**src/sv/sorted_min_priority_queue_assert.svh**
```systemverilog
// assertion macros for the sorted min priority queue
// used by modules that check their own logic; needs clk and rst_n in scope
`ifndef SORTED_MIN_PRIORITY_QUEUE_ASSERT_SVH
`define SORTED_MIN_PRIORITY_QUEUE_ASSERT_SVH

// same-cycle implication
`define SMPQ_ASSERT_NOW(lbl, ante, cons, msg) \
  lbl: assert property (@(posedge clk) disable iff (!rst_n) (ante) |-> (cons)) \
    else $error(msg);

// next-cycle implication
`define SMPQ_ASSERT_NEXT(lbl, ante, cons, msg) \
  lbl: assert property (@(posedge clk) disable iff (!rst_n) (ante) |=> (cons)) \
    else $error(msg);

`endif

```
**src/sv/smpq_pkg.sv**
```systemverilog
// types and codes for the sorted min priority queue
// no dependencies
`timescale 1ns / 1ps

package smpq_pkg;

  localparam int SMPQ_DEPTH = 16;

  localparam logic CMD_PUSH = 1'b0;
  localparam logic CMD_POP  = 1'b1;

  localparam logic [1:0] STATUS_OK        = 2'd0;
  localparam logic [1:0] STATUS_OVERFLOW  = 2'd1;
  localparam logic [1:0] STATUS_UNDERFLOW = 2'd2;

  localparam logic [1:0] OP_HOLD = 2'd0;
  localparam logic [1:0] OP_PUSH = 2'd1;
  localparam logic [1:0] OP_POP  = 2'd2;

  typedef struct packed {
    logic               cmd;
    logic signed [31:0] value;
  } smpq_in_t;

  typedef struct packed {
    logic signed [31:0] popped_value;
    logic [1:0]         status;
    logic [4:0]         held_count;
    logic               is_empty;
    logic               is_full;
  } smpq_out_t;

  typedef struct packed {
    logic [1:0]         op;
    logic signed [31:0] key;
  } smpq_ctl_t;

endpackage

```
**src/sv/smpq_cell.sv**
```systemverilog
// one storage cell of the sorted chain: holds a key, shifts toward either neighbor
// depends on smpq_pkg
`timescale 1ns / 1ps

module smpq_cell import smpq_pkg::*; (
  input  logic               clk,
  input  smpq_ctl_t          ctl,
  input  logic               occ,
  input  logic               left_occ,
  input  logic               left_shift,
  input  logic signed [31:0] left_key,
  input  logic signed [31:0] right_key,
  output logic signed [31:0] key,
  output logic               shift
);

  logic signed [31:0] key_r;
  logic signed [31:0] key_nxt;

  // this cell's key moves up on a push
  assign shift = occ && (ctl.key < key_r);
  assign key   = key_r;

  always_comb begin
    key_nxt = key_r;
    case (ctl.op)
      OP_PUSH: begin
        if (left_shift) begin
          key_nxt = left_key;
        end else if (shift || (!occ && left_occ)) begin
          key_nxt = ctl.key;
        end
      end
      OP_POP: begin
        key_nxt = right_key;
      end
      default: begin
        key_nxt = key_r;
      end
    endcase
  end

  always_ff @(posedge clk) begin
    key_r <= key_nxt;
  end

endmodule

```
**src/sv/sorted_min_priority_queue.sv**
```systemverilog
// Sorted min-first priority queue of up to DEPTH signed 32-bit keys, held in a
// chain of cells in ascending order. A push (cmd 0) inserts its key after equal
// keys; a pop (cmd 1) returns the smallest. Push when full gives overflow, pop
// when empty underflow, and the store is then unchanged. Each transaction yields
// one registered result in the cycle after acceptance; a new transaction is
// taken every cycle while the result register is free or being drained, since
// every cell updates at once from both neighbors. No clearing pass after reset.
// depends on smpq_pkg, smpq_cell and sorted_min_priority_queue_assert.svh
`timescale 1ns / 1ps

`include "sorted_min_priority_queue_assert.svh"

module sorted_min_priority_queue import smpq_pkg::*; #(
  parameter int DEPTH = SMPQ_DEPTH
) (
  input  logic      clk,
  input  logic      rst_n,
  input  logic      in_valid,
  output logic      in_stall,
  input  smpq_in_t  in_data,
  output logic      out_valid,
  input  logic      out_stall,
  output smpq_out_t out_data
);

  localparam int CW = $clog2(DEPTH + 1);

  logic [CW-1:0]      count_r;
  logic [CW-1:0]      count_nxt;
  logic               out_valid_r;
  smpq_out_t          out_data_r;
  smpq_out_t          out_data_nxt;
  logic               accept;
  logic               is_full;
  logic               is_empty;
  smpq_ctl_t          ctl;
  logic [DEPTH-1:0]   occ;
  logic [DEPTH-1:0]   shift;
  logic signed [31:0] keys [DEPTH];
  logic [CW+4:0]      count_ext;

  assign in_stall  = out_valid_r && out_stall;
  assign accept    = in_valid && !in_stall;
  assign is_full   = (count_r == CW'(DEPTH));
  assign is_empty  = (count_r == '0);
  assign out_valid = out_valid_r;
  assign out_data  = out_data_r;

  always_comb begin
    ctl.key = in_data.value;
    ctl.op  = OP_HOLD;
    if (accept) begin
      if (in_data.cmd == CMD_PUSH) begin
        if (!is_full) begin
          ctl.op = OP_PUSH;
        end
      end else if (!is_empty) begin
        ctl.op = OP_POP;
      end
    end
  end

  genvar gi;
  generate
    for (gi = 0; gi < DEPTH; gi++) begin : g_cell
      logic               l_occ;
      logic               l_shift;
      logic signed [31:0] l_key;
      logic signed [31:0] r_key;

      assign occ[gi] = (count_r > CW'(gi));

      if (gi == 0) begin : g_first
        assign l_occ   = 1'b1;
        assign l_shift = 1'b0;
        assign l_key   = '0;
      end else begin : g_mid
        assign l_occ   = occ[gi-1];
        assign l_shift = shift[gi-1];
        assign l_key   = keys[gi-1];
      end

      if (gi == DEPTH - 1) begin : g_last
        assign r_key = '0;
      end else begin : g_inner
        assign r_key = keys[gi+1];
      end

      smpq_cell u_cell (
        .clk        (clk),
        .ctl        (ctl),
        .occ        (occ[gi]),
        .left_occ   (l_occ),
        .left_shift (l_shift),
        .left_key   (l_key),
        .right_key  (r_key),
        .key        (keys[gi]),
        .shift      (shift[gi])
      );
    end
  endgenerate

  always_comb begin
    count_nxt = count_r;
    out_data_nxt.popped_value = '0;
    out_data_nxt.status       = STATUS_OK;
    case (ctl.op)
      OP_PUSH: begin
        count_nxt = count_r + CW'(1);
      end
      OP_POP: begin
        count_nxt = count_r - CW'(1);
        out_data_nxt.popped_value = keys[0];
      end
      default: begin
        if (in_data.cmd == CMD_PUSH) begin
          out_data_nxt.status = STATUS_OVERFLOW;
        end else begin
          out_data_nxt.status = STATUS_UNDERFLOW;
        end
      end
    endcase
    count_ext = {5'b0, count_nxt};
    out_data_nxt.held_count = count_ext[4:0];
    out_data_nxt.is_empty   = (count_nxt == '0);
    out_data_nxt.is_full    = (count_nxt == CW'(DEPTH));
  end

  always_ff @(posedge clk) begin
    if (!rst_n) begin
      count_r     <= '0;
      out_valid_r <= 1'b0;
    end else begin
      count_r <= count_nxt;
      if (accept) begin
        out_valid_r <= 1'b1;
      end else if (!out_stall) begin
        out_valid_r <= 1'b0;
      end
    end
  end

  always_ff @(posedge clk) begin
    if (accept) begin
      out_data_r <= out_data_nxt;
    end
  end

  // checks
  `SMPQ_ASSERT_NOW(a_count_bound, 1'b1, count_r <= CW'(DEPTH), "count above depth")
  `SMPQ_ASSERT_NEXT(a_push_count, ctl.op == OP_PUSH, count_r == $past(count_r) + CW'(1), "push count")
  `SMPQ_ASSERT_NEXT(a_pop_head, ctl.op == OP_POP, out_data_r.popped_value == $past(keys[0]), "pop head")
  `SMPQ_ASSERT_NOW(a_no_move_idle, !accept, ctl.op == OP_HOLD, "cells moved without a transaction")
  `SMPQ_ASSERT_NOW(a_flags, out_valid_r, !(out_data_r.is_empty && out_data_r.is_full), "empty and full")

endmodule
```
**config.mk**
```make
export PLATFORM = sky130hd
export DESIGN_NAME = sorted_min_priority_queue
export DESIGN_NICKNAME = d
export VERILOG_FILES = /design/src/sv/smpq_pkg.sv /design/src/sv/smpq_cell.sv /design/src/sv/sorted_min_priority_queue.sv
export VERILOG_INCLUDE_DIRS = /design/src /design/src/sv
export SDC_FILE = /design/constraint.sdc
export NUM_CORES = 2
export LEC_CHECK = 0
export ABC_AREA = 1
export BUFFER_PORTS_ARGS = -buffer_cell sky130_fd_sc_hd__buf_2
export CORE_ASPECT_RATIO = 0.8
export CORE_MARGIN = 4
export CORE_UTILIZATION = 45
export CTS_CLUSTER_SIZE = 24
export DETAILED_ROUTE_END_ITERATION = 8
export GPL_TIMING_DRIVEN = 1
export PLACE_DENSITY_LB_ADDON = 0.25
export SLEW_MARGIN = 10
export SYNTH_ARGS = -nofsm -noshare
export SYNTH_HDL_FRONTEND = slang
export SYNTH_SLANG_ARGS = --single-unit
```
**constraint.sdc**
```tcl
create_clock -name clk -period 6.5 [get_ports clk]
set_clock_uncertainty 0.1 [all_clocks]
set_input_delay 0.65 -clock clk [delete_from_list [all_inputs] [get_ports clk]]
set_output_delay 0.65 -clock clk [all_outputs]
set_load 0.02 [all_outputs]
```
# ---- Word level (Yosys, flattened, before mapping)
# Index checks and enable logic that the tools add are counted.
dict set report word_totals {
  regBits 559
  out_inout_bits 43
  word_cells 219
}
dict set report op_classes {
  n_addsub 2
  order_cmp 32
  eq_ne 21
  mux 55
  n_reduce_logical 86
}
# op n
set op_table {}
lappend op_table {{32-bit one-hot mux with 2 select lines} 16}
lappend op_table {{32-bit two-way mux} 31}
lappend op_table {{32-bit less-than comparator} 16}
lappend op_table {{3-bit by 1-bit inequality test with 1-bit output (second input constant)} 15}
lappend op_table {{5-bit by 4-bit greater-than comparator with 1-bit output (second input constant)} 8}
lappend op_table {{1-bit logical AND} 33}
lappend op_table {{2-bit AND reduction} 16}
lappend op_table {{5-bit by 3-bit greater-than comparator with 1-bit output (second input constant)} 4}
lappend op_table {{1-bit logical NOT} 17}
lappend op_table {{1-bit logical OR} 16}
lappend op_table {{5-bit equality test (second input constant)} 2}
lappend op_table {{5-bit by 1-bit greater-than comparator with 1-bit output (second input constant)} 2}
lappend op_table {{5-bit by 2-bit greater-than comparator with 1-bit output (second input constant)} 2}
lappend op_table {{5-bit logical NOT} 2}
lappend op_table {{5-bit one-hot mux with 2 select lines} 1}
lappend op_table {{2-bit two-way mux} 4}
lappend op_table {{5-bit by 1-bit adder with 5-bit output (second input constant)} 1}
lappend op_table {{5-bit by 1-bit subtractor with 5-bit output (second input constant)} 1}
lappend op_table {{2-bit by 1-bit inequality test with 1-bit output (second input constant)} 2}
lappend op_table {{1-bit two-way mux} 3}
lappend op_table {{2-bit by 1-bit equality test with 1-bit output (second input constant)} 1}
lappend op_table {{2-bit equality test (second input constant)} 1}
lappend op_table {{2-bit nonzero test} 1}
lappend op_table {{2-bit OR reduction} 1}

# ---- Depth between registers and ports, before layout
dict set report depth {
  ltp_word 7
  ltp_mapped 20
}

# ---- Hierarchy
# From an unflattened synthesis, not the netlist that was laid out.
dict set report hier_totals {
  hier_cells 5325
  area_unflattened_um2 41516.1
}
# mod instances cells_each area_each_um2 seq_area_each_um2
set modules_own_cells {}
lappend modules_own_cells {smpq_cell 16 318 2453.6 960.9}
lappend modules_own_cells {sorted_min_priority_queue 1 237 2258.4 1351.3}

# ---- Worst setup path before layout
# Ideal clock, no wire load.
dict set report synth_timing {
  path_type {in2reg}
  start {input port out_stall}
  end {register g_cell[10].u_cell.key_r[0], enable pin}
  setup_time_ns 0.422
  arrival_ns 5.031
  setup_slack_ns 0.947
  stages 9
  path_buffers 2
  path_cell_list {nand2_1 -> inv_1 -> nor2_1 -> nand3_1 -> inv_1 -> ha_1 -> clkbuf_1 -> clkbuf_1 -> nor2_1}
}
dict set report synth_between {
  elab_chain_cells 7
  elab_cells_between_ends 9
  cone_classes {3 x eq/ne; 1 x mux; 5 x reduce/logical}
}
# item line_no
set synth_lines {}
lappend synth_lines {{start: declaration} sorted_min_priority_queue.sv:22} ;# input logic out_stall,
lappend synth_lines {{1-bit logical AND (*)} sorted_min_priority_queue.sv:42} ;# assign in_stall = out_valid_r && out_stall;
lappend synth_lines {{via in_stall} sorted_min_priority_queue.sv:19} ;# output logic in_stall,
lappend synth_lines {{1-bit logical NOT (*)} sorted_min_priority_queue.sv:43} ;# assign accept = in_valid && !in_stall;
lappend synth_lines {{1-bit logical AND (*)} sorted_min_priority_queue.sv:43}
lappend synth_lines {{via accept} sorted_min_priority_queue.sv:33} ;# logic accept;
lappend synth_lines {{2-bit two-way mux (*)} sorted_min_priority_queue.sv:52} ;# if (accept) begin
lappend synth_lines {{2-bit by 1-bit equality test with 1-bit output / 2-bit equality test (equally long branches)} smpq_cell.sv:26} ;# case (ctl.op)
lappend synth_lines {{3-bit by 1-bit inequality test with 1-bit output (no line) / 2-bit nonzero test (equally long branches)} --}
lappend synth_lines {{2-bit AND reduction (no line) (*)} --}
lappend synth_lines {{end signal: assignment} smpq_cell.sv:44} ;# key_r <= key_nxt;
lappend synth_lines {{end: declaration} smpq_cell.sv:17} ;# logic signed [31:0] key_r;
# Mark *: on every way through the listed nets, which the timed path passes. The rest lies on a longest branch.
# A chain may end at the register's enable or synchronous reset.

# ---- Worst setup path in the final report
dict set report layout_timing {
  start {register count_r[1]}
  end {register g_cell[14].u_cell.key_r[25], data pin}
}
dict set report layout_between {
  elab_chain_cells 6
  elab_cells_between_ends 12
  cone_classes {1 x order compare; 3 x eq/ne; 6 x mux; 2 x reduce/logical}
}
# item line_no
set layout_lines {}
lappend layout_lines {{start: declaration} sorted_min_priority_queue.sv:28} ;# logic [CW-1:0] count_r;
lappend layout_lines {{start signal: assignment} sorted_min_priority_queue.sv:134} ;# count_r <= count_nxt;
lappend layout_lines {{5-bit equality test / 5-bit logical NOT (equally long branches)} {sorted_min_priority_queue.sv:44, sorted_min_priority_queue.sv:45}}
lappend layout_lines {{1-bit two-way mux / 2-bit two-way mux (equally long branches)} {sorted_min_priority_queue.sv:54, sorted_min_priority_queue.sv:57}}
lappend layout_lines {{2-bit two-way mux} sorted_min_priority_queue.sv:53} ;# if (in_data.cmd == CMD_PUSH) begin
lappend layout_lines {{2-bit two-way mux} sorted_min_priority_queue.sv:52}
lappend layout_lines {{2-bit equality test / 2-bit by 1-bit equality test with 1-bit output (equally long branches)} smpq_cell.sv:26}
lappend layout_lines {{32-bit one-hot mux with 2 select lines (*)} smpq_cell.sv:26}
lappend layout_lines {{via g_cell[14].u_cell.key_nxt[25]} smpq_cell.sv:18} ;# logic signed [31:0] key_nxt;
lappend layout_lines {{end signal: assignment} smpq_cell.sv:44}
lappend layout_lines {{end: declaration} smpq_cell.sv:17}
# Marked as above.

==> impl_metrics.json <==
{
  "leakage_uw": 0.0230,
  "synth_top_area_share": 0.382,
  "ys_seq_elements": 559,
  "status": "completed",
  "end_kind": "flip-flop",
  "path_max_fanout": 203,
  "final_util": 0.488,
  "yosysSeqAreaShare": 0.385,
  "power_density_nw_per_um2": 250,
  "gr-total-overflow": 0,
  "clockBufferDepth": 3,
  "p_sw_uw": 4010,
  "yosysWarnings": 0,
  "die_w_um": 356,
  "cap_violations": 0,
  "ant_nets": 0,
  "power.internal_uw": 7590,
  "synth_cells": 5749,
  "wl_um": 122000,
  "numPortBuffers": 79,
  "initial_core_util": 0.456,
  "cts-htree-levels": 3,
  "yosysUniqueCellTypes": 39,
  "first_pass_iters": 5,
  "tns_ns": 0,
  "cts_made_buffers": 66,
  "gr-max-usage-layer": "met1",
  "worst_setup_path_start_kind": "flip-flop",
  "path_clk_slew_ns": 0.06,
  "diodes": 0,
  "clock-sinks": 559,
  "period_needed_ns": 4.42,
  "crit_arrival_ns": 4.66,
  "drive_above_1_share": 0.0500,
  "dieArea_sq_um": 102000,
  "multiInputGateArea_sq_um": 22600,
  "gp_congestion": 0.853,
  "vias": 37881,
  "slew_headroom": 0.132,
  "synth_nets": 6290,
  "drc": 0,
  "worst_pin_slew_ns": 1.30,
  "fin_hold_ws_ns": 0.216,
  "clk_latency_ns": 0.63,
  "met3_usage": 0.0269,
  "critical_path_class": "flip-flop to flip-flop",
  "antenna_found_initial": 0,
  "area_delta_synth_final_pct": 7.02,
  "pwr-share-seq": 0.412,
  "synth_area_sq_um": 43500,
  "finalSetupViolCount": 0,
  "cts_tree": "built",
  "grt_start_max_net_pins": 230,
  "yosys-top-cells-area": "edfxtp_1, nand2_1, ha_1",
  "grt_pass1_wl_um": 198000,
  "cts_root_buffer": "clkbuf_16",
  "crit_required_ns": 6.74,
  "fin_nets": 6157,
  "yosysTopAreaCell": "edfxtp_1",
  "cts_hold_buf": 0,
  "hp-class": "primary input to flip-flop",
  "p_sw_frac": 0.346,
  "period_share": 0.680,
  "fill_cells": 9339,
  "viasPerCell": 5.45,
  "core_sq_um": 95400,
  "combPwrFrac": 0.275,
  "rsz0062_at_grt": "false",
  "postCtsResizedCells": 0,
  "grt_pass1_vias": 36100,
  "ir_drop_mv": 0.191,
  "drv_slew": 0,
  "final_common_cell": "nand2_1",
  "final_cell_mix": "nand2_1, inv_1, edfxtp_1, nand3_1, ha_1",
  "grt_util_met1": 0.362,
  "ios": 80,
  "routedWlPerCell_um": 17.5,
  "post_cts_buffers": 0,
  "regArea_sq_um": 16700,
  "max_freq_mhz": 226,
  "dieHeight_um": 286,
  "drt_iter0_markers": 3561,
  "rows": 101,
  "met2_usage": 0.358,
  "clock_power_share": 0.313,
  "grt_usage": 0.236,
  "synth_area_per_cell_sq_um": 7.56,
  "final-hold-violation-count": 0,
  "dp.final_hpwl_um": 90700
}
==> registers in the layout, indices dropped and copies added (netlist names) <==
signal / flops
out_data: 41
out_valid: 1
count_r: 5
g_cell.u_cell.key: 512
==> critical path: stages (launching register included) <==
cell and delay (ns):
dfxtp_1 0.47, inv_1 0.18, ha_1 0.26, nand2_1 0.08, buf_4 0.37, nand3_1 0.17
inv_1 0.13, ha_4 0.75, inv_8 0.45, buf_12 0.40, nand3_1 0.39, nand2_1 0.07
==> power groups by stage <==
stage          clock, uW  combinational, uW  sequential, uW
2_1_floorplan          0               2330            4800
3_3_place_gp           0               3080            4830
3_5_place_dp           0               3170            4850
4_1_cts             3710               3190            4770
5_1_grt             3850               3670            4820
6_report            3630               3200            4780
==> worst paths after layout <==
| check | to | cells past startpoint | start | slack [ns] |
|---|---|---|---|---|
| setup / recovery | g_cell[14].u_cell.key[25] | 11 | count_r[1] | 2.08 |
| hold / removal | out_valid | 3 | out_stall | 0.22 |
| setup reg to reg | g_cell[14].u_cell.key[25] | 11 | count_r[1] | 2.08 |
| hold reg to reg | out_valid | 2 | out_valid | 0.38 |
==> metrics by stage <==
stage	cell area (sq um)	power (uW)	std cells	worst slack (ns)
4_1_cts	46500	11700	6948	2.24
6_report	46500	11600	6948	2.08
5_1_grt	46500	12300	6948	1.85
2_1_floorplan	43500	7130	5749	0.947
3_3_place_gp	44500	7920	6835	1.86
3_5_place_dp	44500	8010	6835	1.82
==> synthesized netlist by cell type <==
cell / number
dfxtp_1: 6
o21ai_0: 137
nand3_2: 21
edfxtp_1: 553
a21o_1: 1
clkbuf_1: 143
nor2_1: 234
nor3b_1: 1
o211ai_1: 2
clkbuf_2: 2
clkinv_1: 3
buf_2: 107
o21ai_1: 4
inv_1: 733
nor3b_2: 1
a21oi_1: 240
or2_2: 2
and3_1: 2
nor2_4: 1
nor4_1: 3
nand2_2: 14
nand3_1: 532
nand3_4: 1
buf_4: 18
o21a_1: 5
nand4_1: 446
nor2_2: 2
a22oi_1: 1
nand3b_1: 7
a31oi_1: 3
nand2_1: 1920
a31oi_2: 1
and2_1: 1
nor3_1: 32
buf_1: 49
buf_6: 5
inv_2: 10
o21ai_2: 2
ha_1: 504
==> routing by layer <==
layer  vias to the layer above  share of wire
met5                         -              0
met4                         0          0.016
met3                       133          0.066
met2                      1184           0.42
met1                     17553           0.50
li1                      19011              -
==> final cells by class <==
type	count	share of cell area
inverters	746	0.0603
clock inverters	29	0.00535
repair buffers	123	0.0167
well taps	1287	0.0346
clock buffers	84	0.0381
multi-input cells	4120	0.485
flip-flops and latches	559	0.360
==> cell families (layout without fill, tap and decap cells) <==
group,after synthesis,count (layout),share of synthesized area
simple gates,3220,3220,0.326
fa+ha+maj,504,504,0.145
compound gates,396,396,0.0465
flops,559,559,0.385
buf+inv,1070,982,0.0979
Note: power is estimated with default switching activity, not from simulation.
